==> src/rtl/adsr_envelope_generator_macros.svh <==
// -----------------------------------------------------------------------------
// ADSR envelope generator assertion macros
// Shared concurrent assertion forms, clocked on clk and disabled in reset.
// -----------------------------------------------------------------------------
`ifndef ADSR_ENVELOPE_GENERATOR_MACROS_SVH
`define ADSR_ENVELOPE_GENERATOR_MACROS_SVH

// same-cycle implication
`define ADSR_ASSERT_IMP(label, ante, cons, msg) \
	label: assert property (@(posedge clk) disable iff (!arst_n) (ante) |-> (cons)) \
		else $error(msg);

// next-cycle implication
`define ADSR_ASSERT_NXT(label, ante, cons, msg) \
	label: assert property (@(posedge clk) disable iff (!arst_n) (ante) |=> (cons)) \
		else $error(msg);

`endif

==> src/rtl/adsr_pkg.sv <==
// -----------------------------------------------------------------------------
// ADSR package
// Shared types, register indexes, reset values and step constants.
// -----------------------------------------------------------------------------
`timescale 1ns / 1ps

package adsr_pkg;

	// register map
	typedef enum logic [2:0] {
		REG_ATTACK_TIME   = 3'd0,
		REG_DECAY_TIME    = 3'd1,
		REG_SUSTAIN_KNOB  = 3'd2,
		REG_RELEASE_TIME  = 3'd3,
		REG_MIN_LEVEL     = 3'd4,
		REG_SUSTAIN_FLOOR = 3'd5,
		REG_FULL_SCALE    = 3'd6
	} reg_idx_t;

	localparam logic [7:0] RST_ATTACK_TIME   = 8'd64;
	localparam logic [7:0] RST_DECAY_TIME    = 8'd64;
	localparam logic [7:0] RST_SUSTAIN_KNOB  = 8'd127;
	localparam logic [7:0] RST_RELEASE_TIME  = 8'd64;
	localparam logic [7:0] RST_MIN_LEVEL     = 8'd40;
	localparam logic [7:0] RST_SUSTAIN_FLOOR = 8'd40;
	localparam logic [7:0] RST_FULL_SCALE    = 8'd255;

	localparam logic [7:0] RST_PEAK_LEVEL    = 8'd127;
	localparam logic [7:0] RST_SUSTAIN_LEVEL = 8'd127;

	// step thresholds and sizes
	localparam logic [7:0] ATT_SLOW_MIN  = 8'd192;
	localparam logic [7:0] ATT_TOP       = 8'd253;
	localparam logic [7:0] DEC_FAST_MAX  = 8'd48;
	localparam logic [7:0] DEC_MID_MAX   = 8'd96;
	localparam logic [7:0] DEC_FAST_STEP = 8'd4;
	localparam logic [7:0] DEC_MID_STEP  = 8'd2;
	localparam logic [7:0] DEC_SLOW_STEP = 8'd1;
	localparam logic [8:0] ATT_FAST_INC  = 9'd2;
	localparam logic [8:0] ATT_SLOW_INC  = 9'd1;

	typedef enum logic [1:0] {
		PH_ATTACK  = 2'd0,
		PH_DECAY   = 2'd1,
		PH_SUSTAIN = 2'd2,
		PH_RELEASE = 2'd3
	} phase_t;

	typedef enum logic [2:0] {
		ST_IDLE,
		ST_STEP,
		ST_SUS_A,
		ST_SUS_B,
		ST_SUS_W,
		ST_DUTY,
		ST_OUT
	} state_t;

	typedef enum logic [1:0] {
		MUL_PEAK,
		MUL_SUS_A,
		MUL_SUS_B,
		MUL_DUTY
	} mul_sel_t;

	typedef struct packed {
		logic [7:0] attack_time;
		logic [7:0] decay_time;
		logic [7:0] sustain_knob;
		logic [7:0] release_time;
		logic [7:0] min_level;
		logic [7:0] sustain_floor;
		logic [7:0] full_scale;
	} cfg_t;

	// controller to datapath
	typedef struct packed {
		logic     capture;
		logic     mul_en;
		mul_sel_t mul_sel;
		logic     step;
		logic     sus_wr;
		logic     out_load;
	} cmd_t;

	// datapath to controller
	typedef struct packed {
		logic sus_entry;
	} sts_t;

endpackage

==> src/rtl/adsr_envelope_generator.sv <==
// -----------------------------------------------------------------------------
// ADSR envelope generator
// Tick-driven attack/decay/sustain/release envelope with VCA duty output.
//
// Usage:
//   Input channel (in_valid / in_stall): one request per envelope tick with
//   key_held, note_start, velocity and lfo_amplitude. A request is taken when
//   in_valid is high and in_stall is low; in_stall is low only while the
//   sequencer is idle.
//   Output channel (out_valid / out_stall): exactly one result per request:
//   envelope, phase, note_on and vca_duty.
//   Sequence: a tick runs through accept, step, duty multiply and output
//   load; on the tick that enters decay, the sustain level needs two more
//   passes through the single shared 8x8 multiplier plus a write-back,
//   between the step and the duty multiply.
//   Stall: the result register holds while out_stall is high; a new request
//   is still taken and worked up to its output load, which then waits.
//   Reset: arst_n clears the sequencer, the envelope state and the registers
//   to their default knob values; the first request may follow at once.
//   Configuration: APB writes at byte address 4*index, always ready. Write
//   registers only while no request is in flight.
// -----------------------------------------------------------------------------
`timescale 1ns / 1ps

module adsr_envelope_generator (
	input  logic        clk,
	input  logic        arst_n,
	// tick requests
	input  logic        in_valid,
	output logic        in_stall,
	input  logic        key_held,
	input  logic        note_start,
	input  logic [6:0]  velocity,
	input  logic [7:0]  lfo_amplitude,
	// results
	output logic        out_valid,
	input  logic        out_stall,
	output logic [7:0]  envelope,
	output logic [1:0]  phase,
	output logic        note_on,
	output logic [7:0]  vca_duty,
	// register port
	input  logic        psel,
	input  logic        penable,
	input  logic        pwrite,
	input  logic [4:0]  paddr,
	input  logic [31:0] pwdata,
	output logic [31:0] prdata,
	output logic        pready
);
	import adsr_pkg::*;

	cfg_t       cfg_q;
	cmd_t       cmd;
	sts_t       sts;
	logic       reg_wr;
	reg_idx_t   reg_idx;
	logic [7:0] rd_val;

	// register file: write on the access phase, low byte only
	assign pready  = 1'b1;
	assign reg_wr  = psel && penable && pwrite;
	assign reg_idx = reg_idx_t'(paddr[4:2]);

	always_ff @(posedge clk or negedge arst_n) begin
		if (!arst_n) begin
			cfg_q.attack_time   <= RST_ATTACK_TIME;
			cfg_q.decay_time    <= RST_DECAY_TIME;
			cfg_q.sustain_knob  <= RST_SUSTAIN_KNOB;
			cfg_q.release_time  <= RST_RELEASE_TIME;
			cfg_q.min_level     <= RST_MIN_LEVEL;
			cfg_q.sustain_floor <= RST_SUSTAIN_FLOOR;
			cfg_q.full_scale    <= RST_FULL_SCALE;
		end else if (reg_wr) begin
			// an address past the last register is dropped
			unique case (reg_idx)
				REG_ATTACK_TIME:   cfg_q.attack_time   <= pwdata[7:0];
				REG_DECAY_TIME:    cfg_q.decay_time    <= pwdata[7:0];
				REG_SUSTAIN_KNOB:  cfg_q.sustain_knob  <= pwdata[7:0];
				REG_RELEASE_TIME:  cfg_q.release_time  <= pwdata[7:0];
				REG_MIN_LEVEL:     cfg_q.min_level     <= pwdata[7:0];
				REG_SUSTAIN_FLOOR: cfg_q.sustain_floor <= pwdata[7:0];
				REG_FULL_SCALE:    cfg_q.full_scale    <= pwdata[7:0];
				default: begin
				end
			endcase
		end
	end

	always_comb begin
		unique case (reg_idx)
			REG_ATTACK_TIME:   rd_val = cfg_q.attack_time;
			REG_DECAY_TIME:    rd_val = cfg_q.decay_time;
			REG_SUSTAIN_KNOB:  rd_val = cfg_q.sustain_knob;
			REG_RELEASE_TIME:  rd_val = cfg_q.release_time;
			REG_MIN_LEVEL:     rd_val = cfg_q.min_level;
			REG_SUSTAIN_FLOOR: rd_val = cfg_q.sustain_floor;
			REG_FULL_SCALE:    rd_val = cfg_q.full_scale;
			default:           rd_val = 8'd0;
		endcase
	end

	assign prdata = {24'd0, rd_val};

	// sequencer: advances one tick request through the datapath
	adsr_ctrl u_ctrl (
		.clk       (clk),
		.arst_n    (arst_n),
		.in_valid  (in_valid),
		.in_stall  (in_stall),
		.out_valid (out_valid),
		.out_stall (out_stall),
		.sts       (sts),
		.cmd       (cmd)
	);

	// envelope state, shared multiplier and result register
	adsr_dp u_dp (
		.clk           (clk),
		.arst_n        (arst_n),
		.cfg           (cfg_q),
		.cmd           (cmd),
		.sts           (sts),
		.key_held      (key_held),
		.note_start    (note_start),
		.velocity      (velocity),
		.lfo_amplitude (lfo_amplitude),
		.envelope      (envelope),
		.phase         (phase),
		.note_on       (note_on),
		.vca_duty      (vca_duty)
	);

endmodule

==> src/rtl/adsr_ctrl.sv <==
// -----------------------------------------------------------------------------
// ADSR controller
// Sequences one tick through step, sustain scaling, duty and output load.
// -----------------------------------------------------------------------------
`timescale 1ns / 1ps
`include "adsr_envelope_generator_macros.svh"

module adsr_ctrl (
	input  logic          clk,
	input  logic          arst_n,
	input  logic          in_valid,
	output logic          in_stall,
	output logic          out_valid,
	input  logic          out_stall,
	input  adsr_pkg::sts_t sts,
	output adsr_pkg::cmd_t cmd
);
	import adsr_pkg::*;

	state_t state_q, state_nxt;
	logic   out_valid_q, out_free;

	always_ff @(posedge clk or negedge arst_n) begin
		if (!arst_n) begin
			state_q     <= ST_IDLE;
			out_valid_q <= 1'b0;
		end else begin
			state_q <= state_nxt;
			if (cmd.out_load) begin
				out_valid_q <= 1'b1;
			end else if (!out_stall) begin
				out_valid_q <= 1'b0;
			end
		end
	end

	assign out_free  = !out_valid_q || !out_stall;
	assign out_valid = out_valid_q;

	always_comb begin
		state_nxt   = state_q;
		in_stall    = 1'b1;
		cmd         = '0;
		cmd.mul_sel = MUL_PEAK;
		unique case (state_q)
			ST_IDLE: begin
				in_stall    = 1'b0;
				cmd.capture = in_valid;
				cmd.mul_en  = in_valid;
				if (in_valid) begin
					state_nxt = ST_STEP;
				end
			end
			ST_STEP: begin
				cmd.step  = 1'b1;
				state_nxt = sts.sus_entry ? ST_SUS_A : ST_DUTY;
			end
			ST_SUS_A: begin
				cmd.mul_en  = 1'b1;
				cmd.mul_sel = MUL_SUS_A;
				state_nxt   = ST_SUS_B;
			end
			ST_SUS_B: begin
				cmd.mul_en  = 1'b1;
				cmd.mul_sel = MUL_SUS_B;
				state_nxt   = ST_SUS_W;
			end
			ST_SUS_W: begin
				cmd.sus_wr = 1'b1;
				state_nxt  = ST_DUTY;
			end
			ST_DUTY: begin
				cmd.mul_en  = 1'b1;
				cmd.mul_sel = MUL_DUTY;
				state_nxt   = ST_OUT;
			end
			ST_OUT: begin
				// hold until the output register is free
				if (out_free) begin
					cmd.out_load = 1'b1;
					state_nxt    = ST_IDLE;
				end
			end
			default: begin
				state_nxt = ST_IDLE;
			end
		endcase
	end

	`ADSR_ASSERT_NXT(a_accept_to_step, in_valid && !in_stall, state_q == ST_STEP, "accepted request did not start a step")
	`ADSR_ASSERT_NXT(a_result_held, out_valid_q && out_stall, out_valid_q, "stalled result dropped")
	`ADSR_ASSERT_NXT(a_out_wait, state_q == ST_OUT && !out_free, state_q == ST_OUT && out_valid_q, "left output wait while stalled")

endmodule

==> src/rtl/adsr_dp.sv <==
// -----------------------------------------------------------------------------
// ADSR datapath
// Envelope state, one shared 8x8 multiplier and the result register.
// -----------------------------------------------------------------------------
`timescale 1ns / 1ps
`include "adsr_envelope_generator_macros.svh"

module adsr_dp (
	input  logic           clk,
	input  logic           arst_n,
	input  adsr_pkg::cfg_t  cfg,
	input  adsr_pkg::cmd_t  cmd,
	output adsr_pkg::sts_t  sts,
	input  logic           key_held,
	input  logic           note_start,
	input  logic [6:0]     velocity,
	input  logic [7:0]     lfo_amplitude,
	output logic [7:0]     envelope,
	output logic [1:0]     phase,
	output logic           note_on,
	output logic [7:0]     vca_duty
);
	import adsr_pkg::*;

	// tick request fields
	logic       key_q, start_q;
	logic [7:0] amp_q;
	logic [15:0] prod_q;

	// envelope state
	logic [7:0] countdown_q, peak_q, sus_q, env_q;
	phase_t     phase_q;
	logic       note_on_q;

	// result register
	logic [7:0] envelope_q, duty_q;
	phase_t     phase_out_q;
	logic       note_on_out_q;

	logic [7:0] mul_a, mul_b;
	logic [7:0] span_min, span_sf;
	logic [7:0] peak_sum, sus_sum;
	logic [8:0] att_sum;
	logic [7:0] peak_eff, dec_base, dec_amt, prod_hi;
	logic       att_slow;
	phase_t     ph_pre, ph_nxt;
	logic [7:0] cd_nxt, env_nxt;
	logic       on_nxt, sus_entry;
	logic       cd_wait;

	assign span_min = (cfg.full_scale > cfg.min_level) ?
		(cfg.full_scale - cfg.min_level) : 8'd0;
	assign span_sf  = (cfg.full_scale > cfg.sustain_floor) ?
		(cfg.full_scale - cfg.sustain_floor) : 8'd0;
	assign prod_hi  = prod_q[15:8];

	always_comb begin
		unique case (cmd.mul_sel)
			MUL_PEAK: begin
				mul_a = {velocity, 1'b0};
				mul_b = span_min;
			end
			MUL_SUS_A: begin
				mul_a = peak_q;
				mul_b = cfg.sustain_knob;
			end
			MUL_SUS_B: begin
				mul_a = prod_hi;
				mul_b = span_sf;
			end
			MUL_DUTY: begin
				mul_a = env_q;
				mul_b = amp_q;
			end
			default: begin
				mul_a = env_q;
				mul_b = amp_q;
			end
		endcase
	end

	assign peak_sum = prod_hi + cfg.min_level;
	assign sus_sum  = prod_hi + cfg.sustain_floor;
	assign peak_eff = start_q ? peak_sum : peak_q;
	assign att_slow = (cfg.attack_time >= ATT_SLOW_MIN);
	assign att_sum  = {1'b0, env_q} + (att_slow ? ATT_SLOW_INC : ATT_FAST_INC);
	assign dec_base = env_q - 8'd1;

	always_comb begin
		if (cfg.decay_time < DEC_FAST_MAX) begin
			dec_amt = DEC_FAST_STEP;
		end else if (cfg.decay_time < DEC_MID_MAX) begin
			dec_amt = DEC_MID_STEP;
		end else begin
			dec_amt = DEC_SLOW_STEP;
		end
	end

	always_comb begin
		ph_pre = phase_q;
		if (start_q) begin
			ph_pre = PH_ATTACK;
		end
		if (!key_q) begin
			ph_pre = PH_RELEASE;
		end
		ph_nxt    = ph_pre;
		cd_nxt    = countdown_q - 8'd1;
		env_nxt   = env_q;
		on_nxt    = key_q ? 1'b1 : note_on_q;
		sus_entry = 1'b0;
		if (countdown_q == 8'd0) begin
			unique case (ph_pre)
				PH_ATTACK: begin
					if (env_q < peak_eff) begin
						cd_nxt = att_slow ? (cfg.attack_time >> 1) : (cfg.attack_time >> 2);
						if (env_q >= ATT_TOP || att_sum > {1'b0, cfg.full_scale}) begin
							env_nxt = cfg.full_scale;
						end else begin
							env_nxt = att_sum[7:0];
						end
					end else begin
						ph_nxt    = PH_DECAY;
						cd_nxt    = cfg.decay_time >> 2;
						sus_entry = 1'b1;
					end
				end
				PH_DECAY: begin
					if (env_q > sus_q) begin
						cd_nxt  = cfg.decay_time;
						env_nxt = (dec_base > dec_amt) ? (dec_base - dec_amt) : 8'd0;
					end else begin
						ph_nxt = PH_SUSTAIN;
						cd_nxt = countdown_q;
					end
				end
				PH_SUSTAIN: begin
					cd_nxt = countdown_q;
				end
				PH_RELEASE: begin
					if (key_q) begin
						ph_nxt = PH_ATTACK;
						cd_nxt = cfg.attack_time;
					end else if (env_q > cfg.min_level) begin
						env_nxt = dec_base;
						cd_nxt  = cfg.release_time >> 2;
					end else begin
						ph_nxt = PH_ATTACK;
						cd_nxt = cfg.attack_time;
						on_nxt = 1'b0;
					end
				end
				default: begin
					cd_nxt = countdown_q;
				end
			endcase
		end
	end

	assign sts.sus_entry = sus_entry;

	always_ff @(posedge clk or negedge arst_n) begin
		if (!arst_n) begin
			countdown_q <= 8'd0;
			phase_q     <= PH_ATTACK;
			peak_q      <= RST_PEAK_LEVEL;
			sus_q       <= RST_SUSTAIN_LEVEL;
			env_q       <= 8'd0;
			note_on_q   <= 1'b0;
		end else begin
			if (cmd.step) begin
				countdown_q <= cd_nxt;
				phase_q     <= ph_nxt;
				peak_q      <= peak_eff;
				env_q       <= env_nxt;
				note_on_q   <= on_nxt;
			end
			if (cmd.sus_wr) begin
				sus_q <= sus_sum;
			end
		end
	end

	always_ff @(posedge clk) begin
		if (cmd.capture) begin
			key_q   <= key_held;
			start_q <= note_start;
			amp_q   <= lfo_amplitude;
		end
		if (cmd.mul_en) begin
			prod_q <= {8'd0, mul_a} * {8'd0, mul_b};
		end
		if (cmd.out_load) begin
			envelope_q    <= env_q;
			phase_out_q   <= phase_q;
			note_on_out_q <= note_on_q;
			duty_q        <= (prod_hi < cfg.min_level) ? cfg.min_level : prod_hi;
		end
	end

	assign envelope = envelope_q;
	assign phase    = phase_out_q;
	assign note_on  = note_on_out_q;
	assign vca_duty = duty_q;

	// a step that counts the wait down and leaves the envelope level as it is
	assign cd_wait = cmd.step && (countdown_q != 8'd0);

	`ADSR_ASSERT_NXT(a_cd_count, cd_wait, countdown_q == $past(countdown_q) - 8'd1, "wait not counted")
	`ADSR_ASSERT_NXT(a_cd_hold, cd_wait, env_q == $past(env_q), "countdown tick changed envelope")
	`ADSR_ASSERT_IMP(a_note_end, $fell(note_on_q), phase_q == PH_ATTACK, "note ended outside release")

endmodule
==> config.mk <==
export PLATFORM = sky130hd
export DESIGN_NAME = adsr_envelope_generator
export DESIGN_NICKNAME = d
export VERILOG_FILES = /design/src/rtl/adsr_pkg.sv /design/src/rtl/adsr_envelope_generator.sv /design/src/rtl/adsr_ctrl.sv /design/src/rtl/adsr_dp.sv
export VERILOG_INCLUDE_DIRS = /design/src /design/src/rtl
export SDC_FILE = /design/constraint.sdc
export NUM_CORES = 1
export LEC_CHECK = 0
export ABC_AREA = 1
export BUFFER_PORTS_ARGS = -buffer_cell sky130_fd_sc_hd__buf_2
export CAP_MARGIN = 20
export CORE_MARGIN = 4
export CORE_UTILIZATION = 45
export DETAILED_ROUTE_END_ITERATION = 12
export PLACE_DENSITY_LB_ADDON = 0.3
export SETUP_SLACK_MARGIN = 0.4
export SYNTH_ARGS = -nofsm -noshare
export SYNTH_HDL_FRONTEND = slang
export SYNTH_HIERARCHICAL = 1
export SYNTH_SLANG_ARGS = --single-unit
==> constraint.sdc <==
create_clock -name clk -period 13.95 [get_ports clk]
set_input_delay 2.0925 -clock clk [delete_from_list [all_inputs] [get_ports clk]]
set_output_delay 2.0925 -clock clk [all_outputs]
set_load 0.005 [all_outputs]
# Yosys cells after proc, flatten, opt, wreduce, memory -nomap -nowiden
# Cells that the tools add are included.
# word_totals
mem_bits_ro	0
ram_bits	0
register_bits	140
latchBits	0
wordCells	148
n_memories	0
# op_classes
bitwise_logic	0
reduce_logical	23
add_sub_neg	8
shift	0
n_mul	1
n_eq_ne	27
n_div	0
muxes	54
n_lt_le_gt_ge	12
# op_table
op	count
$mux W8	16
$pmux W8 S4	2
$pmux W8 S7	1
$pmux W8 S3	2
$gt A8 B8 Y1	5
$sub A8 B8 Y8	3
$pmux W3 S7	1
$eq A3 B3 Y1 const B	6
$mux W2	9
$add A8 B8 Y8	2
$ge A8 B8 Y1 const B	2
$lt A8 B8 Y1	2
$mul A8 B8 Y16	1
$mux W1	16
$reduce_and A2 Y1	8
$sub A8 B1 Y8 const B	2
$eq A3 B2 Y1 const B	4
$pmux W2 S3	2
$ne A2 B1 Y1 const B	5
$add A8 B9 Y9	1
$gt A9 B8 Y1	1
$mux W3	3
$eq A2 B2 Y1 const B	4
$logic_not A8 Y1	1
17 further kinds	26

# Logic depth before layout (Yosys ltp)
# Gate-level depths: netlist (run 1).
# logic_depth
depth_word	8
mapped_depth	32
mapped_depth_nobuf	31

# Cells and area by module
# The synthesis (run 1) kept the hierarchy.
# modules_own_cells
module	instances	area_each_um2	cells_per_inst	seq_area_each_um2
adsr_dp	1	8707.1	1167	2004.4
adsr_envelope_generator	1	3184.3	393	1428.9
adsr_ctrl	1	274.0	43	100.1

# Least setup slack after synthesis (run 1)
# OpenSTA, ideal clock, no wires.
# synth_timing
path_kind	input to register
from	input port velocity[2]
to	register u_dp.prod_q[14], data pin
n_path_buf	0
setup_ps	252
cell_stages	15
arrival_ps	5772
setup_slack_ps	7926
path_cell_list	o21ai_1 nor2_1 fa_1 fa_1 fa_1 inv_1 fa_1 inv_1 ha_1 a21oi_1 o21ai_0 a221oi_1 nand2_1 nand2_1 nand2_1
# synth_via
elab_chain_cells	2
# synth_lines
element	line_no	text
start: declaration	adsr_envelope_generator.sv:33	input logic [6:0] velocity,
$pmux W8 S4	adsr_dp.sv:58	unique case (cmd.mul_sel)
$mul A8 B8 Y16	adsr_dp.sv:191	prod_q <= {8'd0, mul_a} * {8'd0, mul_b};
end signal: assignment	adsr_dp.sv:191	
end: declaration	adsr_dp.sv:28	logic [15:0] prod_q;
# Every way passes these cells.
# A chain may end at the register's enable or synchronous reset.

==> results of run 1 <==
[synthesized netlist by cell type (2+ instances only)]
cell type / n
nand3_4: 6
xor2_1: 22
buf_6: 8
nand3_1: 85
a31oi_1: 5
a221oi_1: 6
dfrtp_1: 59
nor2_1: 143
nor3_4: 2
nand4_1: 38
a21oi_2: 2
mux2i_1: 2
xnor2_1: 11
ha_1: 110
o21ai_2: 3
nor3_2: 2
fa_1: 41
edfxtp_1: 37
a21o_1: 4
nor2_4: 10
o21a_1: 8
o31ai_1: 3
a21oi_1: 76
xor2_2: 3
clkinv_1: 4
nor2_2: 8
o211ai_1: 6
nand2_2: 10
dfstp_2: 36
clkbuf_1: 13
o22ai_1: 7
o21bai_1: 6
o21ai_0: 117
buf_2: 7
o211ai_2: 2
inv_2: 24
nand2_1: 398
nand2_4: 3
inv_1: 192
nor3_1: 11
conb_1: 2
buf_4: 32
o21ai_1: 20
[per-stage QoR]
stage	instance area (um2)	std cells	util (%)	worst slack, ns
2_1_floorplan	12300	1626	-	7.93
3_3_place_gp	12600	1969	47.9	7.32
3_5_place_dp	12600	1969	47.9	7.32
4_1_cts	13200	2001	50.1	7.53
5_1_grt	13200	2001	50.1	6.93
6_report	13200	2001	50.1	7.41
[critical path: stages (launching register included)]
cell	delay (ns)
dfrtp_1	0.48
nand2_2	0.12
nor2_1	0.06
nor2_2	0.12
inv_1	0.23
nor2_1	0.75
inv_2	0.20
o21ai_1	0.62
nor2_1	0.15
fa_1	0.53
fa_1	0.54
fa_1	0.56
inv_1	0.06
fa_1	0.52
inv_1	0.04
ha_1	0.36
a21o_1	0.20
a31oi_1	0.26
nor2_1	0.09
nor3_1	0.23
nand2_1	0.09
nand2_1	0.06
nand2_1	0.04
[how the worst max path moves through the flow]
stage | slack [ns] | to | start | cells after the start
2_1_floorplan | 7.93 | u_dp/prod_q[14]$_DFFE_PP_ | velocity[2] | 15
3_3_place_gp | 7.32 | u_dp/prod_q[15]$_DFFE_PP_ | velocity[1] | 17
3_5_place_dp | 7.32 | u_dp/prod_q[15]$_DFFE_PP_ | velocity[1] | 17
4_1_cts | 7.53 | u_dp/prod_q[15]$_DFFE_PP_ | u_ctrl/state_q[0]$_DFFE_PN0P_ | 22
5_1_grt | 6.93 | u_dp/prod_q[15]$_DFFE_PP_ | u_ctrl/state_q[2]$_DFFE_PN0P_ | 23
6_report | 7.41 | u_dp/prod_q[15]$_DFFE_PP_ | u_ctrl/state_q[0]$_DFFE_PN0P_ | 22
[cell type report]
| type | count | area (um2) | area share (%) |
|---|---|---|---|
| multi-input combinational | 1214 | 7480 | 56.6 |
| clock buffer | 22 | 507 | 3.84 |
| tap | 335 | 419 | 3.18 |
| timing repair buffer | 68 | 355 | 2.69 |
| clock inverter | 10 | 82.6 | 0.626 |
| inverter | 220 | 826 | 6.26 |
| sequential | 132 | 3530 | 26.8 |
[cells in the final DEF, fill, tap and decap left out, types with 7 or more instances in the layout]
cell	count
a21oi_1	76
buf_2	62
clkbuf_16	19
conb_1	25
dfrtp_1	59
dfstp_2	36
edfxtp_1	37
fa_1	41
ha_1	110
inv_1	192
inv_2	24
nand2_1	398
nand2_2	10
nand3_1	85
nand4_1	38
nor2_1	143
nor2_2	8
nor2_4	10
nor3_1	11
o21a_1	8
o21ai_0	117
o21ai_1	20
o22ai_1	7
xnor2_1	11
xor2_1	22
[state kept, by name (all words and copies together) (netlist names), 2 cells and up]
signal,flops
u_dp/vca_duty,8
u_dp/env_q,8
u_dp/countdown_q,8
u_dp/phase_q,2
u_ctrl/state_q,3
u_dp/amp_q,8
cfg_q,56
u_dp/phase,2
u_dp/envelope,8
u_dp/peak_q,8
u_dp/prod_q,8
u_dp/sus_q,8
[kinds of logic after synthesis]
| family | Yosys count | share of synthesized area [%] |
|---|---|---|
| fa+ha+maj | 151 | 18.1 |
| xor+xnor | 36 | 2.78 |
| flops | 132 | 29.0 |
| mux | 2 | 0.165 |
| buf+inv | 280 | 10.2 |
| other cells | 2 | 0.0617 |
| simple gates | 724 | 26.6 |
| compound gates | 276 | 13.1 |
[routing by layer]
layer	share of wire [%]	global-route usage, %	wire [um]	vias up
li1	-	-	-	5322
met1	45	32.8	15200	4976
met2	45	36.3	15400	386
met3	6.4	3.77	2170	81
met4	3.8	9.54	1290	2
met5	0.035	0	12	-
==> run summary, run 1 <==
Die Area - 29700 um2
Crit share post-route - 46.9%
Global route overflow - 0
CTS Sinks - 132
Worst Min Path Start - u_dp/note_on_q$_DFFE_PN0P_
Clock latency on the worst-skew pair - 0.43 ns
Async SR Flop Fraction - 72.0%
Synth cell types - 62
# rows - 59
CTS Hold Bufs - 0
Largest net degree at the start of global routing - 56
Number of synthesized flops with an enable pin - 37
Filler cells - 2547
Fin. Hold Viols - 0
# IOs - 115
Initial DRC count - 881
GRT Overall Usage - 23.4%
R2R setup slack - 7.41 ns
Setup bufs post-CTS - 0
Top cell type's share of synthesized area - 12.3%
CP arrival - 6.73 ns
Antenna violations before repair - 1
Post-route antenna net violation count - 0
First-pass GRT wire length - 54.3 mm
Vias - 10800
Max Fanout on Critical Path - 13
Synth Register Bits - 132
Synth warn - 6
Sequential area share after synthesis - 29.0%
Post-CTS sizing - 0
Area growth syn-to-layout - 8.52%
Layout Skew - 0.00927 ns
# DRC - 0
Cells after synthesis - 1603
Synth top area cells - nand2_1, dfrtp_1, ha_1, edfxtp_1, dfstp_2
Top FF cell, synth - dfrtp_1
Crit. End Element - register
Register clock-pin slew on the reported worst setup and hold paths - 0.07 ns
Peak Freq - 153 MHz
Status - finished, final reports clean
Final critical-path required period - 6.54 ns
Die Y - 172 um
Post-synth top area cell - nand2_1
Startpoint types - register
Slew @ Worst Pin - 0.980 ns
Syn avg cell area - 7.59 um2
DRT Wirelength - 34.0 mm
Hold path depth - 0
Longest Clk Path Bufs - 2
DP Wirelength - 26.6 mm
# H-tree levels - 4
DRT Pass-1 Iters - 7
# diodes - 0
CTS root buf - clkbuf_16
Fraction of layout cells with a size suffix above 1 - 13.1%
Hold_ws - 0.466 ns
DR vias/cell - 5.38
Die Wd - 172 um
Hold crit path type - register to register
Finish-stage setup viols - 0
RSZ-0062 raised after global routing - no
Slew HR - 34.2%
Nets - 1865
Setup Total Neg Slack - 0 ns
Hold path endpoint - u_dp/note_on$_DFFE_PP_
Placer congestion estimate - 0.949
Initial Util - 46.2%
Core Area - 26400 um2
Cells on worst reg2reg path - 22
Routed WL per cell - 17.0 um
Number of global-route vias before repair - 10000
Max-Cap Viols - 0
Synthesized cell area - 12200 um2
CTS Buf Count - 17
Setup CP Type - register to register
CTS tree - yes
Critical Path RT - 14.14 ns
Max-slew violation count - 0
PortBufs - 63
Worst reg2reg endpoint - u_dp/prod_q[15]$_DFFE_PP_
FF-to-FF Start - u_ctrl/state_q[0]$_DFFE_PN0P_
Power of run 1 is left out: the tool's default activity adds up to more than one toggle a clock period on the data nets, which glitch-free logic cannot reach.
==> run 2, diff against run 1 <==
==> constraint.sdc (replaced) <==
create_clock -name clk -period 5.7 [get_ports clk]
set_input_delay 0.855 -clock clk [delete_from_list [all_inputs] [get_ports clk]]
set_output_delay 0.855 -clock clk [all_outputs]
set_load 0.005 [all_outputs]
==> run 2 against run 1 <==
- non-clock buffer count is 133 higher
- hold slack worse by 0.092 ns
- sequential share of layout area is 3.0 points lower
- worst setup slack worse by 7.3 ns
- die area stayed put
- critical path depth is 6 higher
- wire length is 9.6% higher
- clock-buffer cell count is 2 higher
- via count is 8.2% higher
- critical endpoint is now u_dp/prod_q[14]$_DFFE_PP_
- largest cell class unchanged
==> run summary, run 2 (synthesized netlist as in run 1, its figures left out) <==
Max Fanout on Critical Path - 5
Longest Clk Path Bufs - 2
CTS root buf - clkbuf_16
M3 GR Usage - 4.16%
Slowest cell on crit path - dfstp_2
Initial DRC count - 973
Largest net degree at the start of global routing - 62
Max-slew violation count - 0
Status - finished, final reports clean
Area growth syn-to-layout - 22.4%
Leading cell type in the layout, fill and taps excluded - nand2_1
Fraction of layout cells with a size suffix above 1 - 26.0%
DR vias/cell - 5.46
# DRC - 0
CTS Hold Bufs - 0
Top reg by flops - cfg_q
# IOs - 115
Slew HR - 37.2%
Setup Total Neg Slack - 0 ns
Most frequent cells in the layout - nand2_1, inv_1, buf_4, nor2_1, o21ai_0
Startpoint types - register
Post-route antenna net violation count - 0
CP peak stage delay - 0.55 ns
Die Wd - 172 um
Number of global-route vias before repair - 10900
Busiest grt layer - met2
DRT Pass-1 Iters - 5
Hold_ws - 0.375 ns
Global route overflow - 0
Max-Cap Viols - 0
Hold crit path type - primary input to asynchronous set/reset pin
First-pass GRT wire length - 57.8 mm
GRT Overall Usage - 25.0%
Cells on worst reg2reg path - 28
Nets - 1998
Antenna violations before repair - 0
Post-route cell area - 14900 um2
Placer congestion estimate - 0.969
# diodes - 0
Finish-stage setup viols - 0
Clock latency on the worst-skew pair - 0.44 ns
# H-tree levels - 4
Routed WL per cell - 17.5 um
Setup CP Type - register to register
CP arrival - 5.81 ns
Slew @ Worst Pin - 0.937 ns
CTS Buf Count - 17
Die Area - 29700 um2
Register clock-pin slew on the reported worst setup and hold paths - 0.06 ns
Met1 usage - 34.4%
Vias - 11700
Placed Area - 13500 um2
Met2 usage - 39.5%
Initial Util - 46.2%
RSZ-0062 raised after global routing - yes
Die Y - 172 um
Core Area - 26400 um2
PortBufs - 63
Crit. End Element - register
Filler cells - 2375
CTS tree - yes
Critical Path RT - 5.88 ns
Final critical-path required period - 5.63 ns
Max reg flops - 56
Peak Freq - 178 MHz
Layout Skew - 0.0159 ns
DP Wirelength - 27.9 mm
Fin. Hold Viols - 0
Crit share post-route - 98.7%
DRT Wirelength - 37.3 mm
# rows - 59
CTS Sinks - 132
[run 2: cell types whose count changed in the layout (fill, tap and decap cells not counted), moves of 15 or more]
cell / before / now
inv_2: 24 / 39
nor2_1: 143 / 118
inv_1: 192 / 176
buf_4: 6 / 128
nor2_2: 8 / 26
nand2_1: 398 / 377
[run 2: critical path: cells and delay by family (launching register included)]
kind,cells,cell delay (ns)
simple gates,7,0.58
compound gates,6,0.95
buf+inv,8,0.65
xor+xnor,1,0.26
flops,1,0.55
fa+ha+maj,6,2.35
[run 2: cell type report]
| cell class | instances | area (um2) | area share [%] |
|---|---|---|---|
| Timing Repair Buffer | 201 | 1400 | 9.37 |
| Clock buffer | 24 | 537 | 3.61 |
| Sequential cell | 132 | 3530 | 23.7 |
| Multi-Input combinational cell | 1214 | 8070 | 54.2 |
| Clock inverter | 8 | 105 | 0.706 |
| Tap cell | 335 | 419 | 2.82 |
| Inverter | 220 | 828 | 5.56 |
[run 2: final timing paths]
path | startpoint | endpoint | slack (ns)
max | cfg_q[0]$_DFFE_PN1P_ | u_dp/prod_q[14]$_DFFE_PP_ | 0.07
min | arst_n | cfg_q[24]$_DFFE_PN0P_ | 0.37
min reg2reg | u_dp/note_on_q$_DFFE_PN0P_ | u_dp/note_on$_DFFE_PP_ | 0.47
min in group clk | u_dp/note_on_q$_DFFE_PN0P_ | u_dp/note_on$_DFFE_PP_ | 0.47
max in group asynchronous | arst_n | u_dp/sus_q[7]$_DFFE_PN0P_ | 4.17
max reg2reg | cfg_q[0]$_DFFE_PN1P_ | u_dp/prod_q[14]$_DFFE_PP_ | 0.07
[run 2: what timing repair did]
action	in CTS	in global routing
pin swaps	54	56
setup endpoints to repair	8	8
buffers inserted	20	12
gates resized for setup	75	73
hold endpoints to repair	0	0
[run 2: per-stage QoR]
step | util [%] | setup WS, ns | instances
after global routing | 56.5 | -0.137 | 2134
after detailed placement | 51.1 | -0.103 | 2070
after floorplan | - | 0.360 | 1626
final | 56.5 | 0.0749 | 2134
after global placement | 51.1 | -0.00270 | 2070
after CTS | 55.0 | 0.254 | 2122
[run 2: per-layer routing]
layer,part of all wire [%],vias up,wire (um)
li1,-,5589,-
met1,43,5463,15900
met2,46,511,17000
met3,7.8,88,2900
met4,3.9,0,1460
met5,0,-,0
Power of run 2 is left out for the same reason.
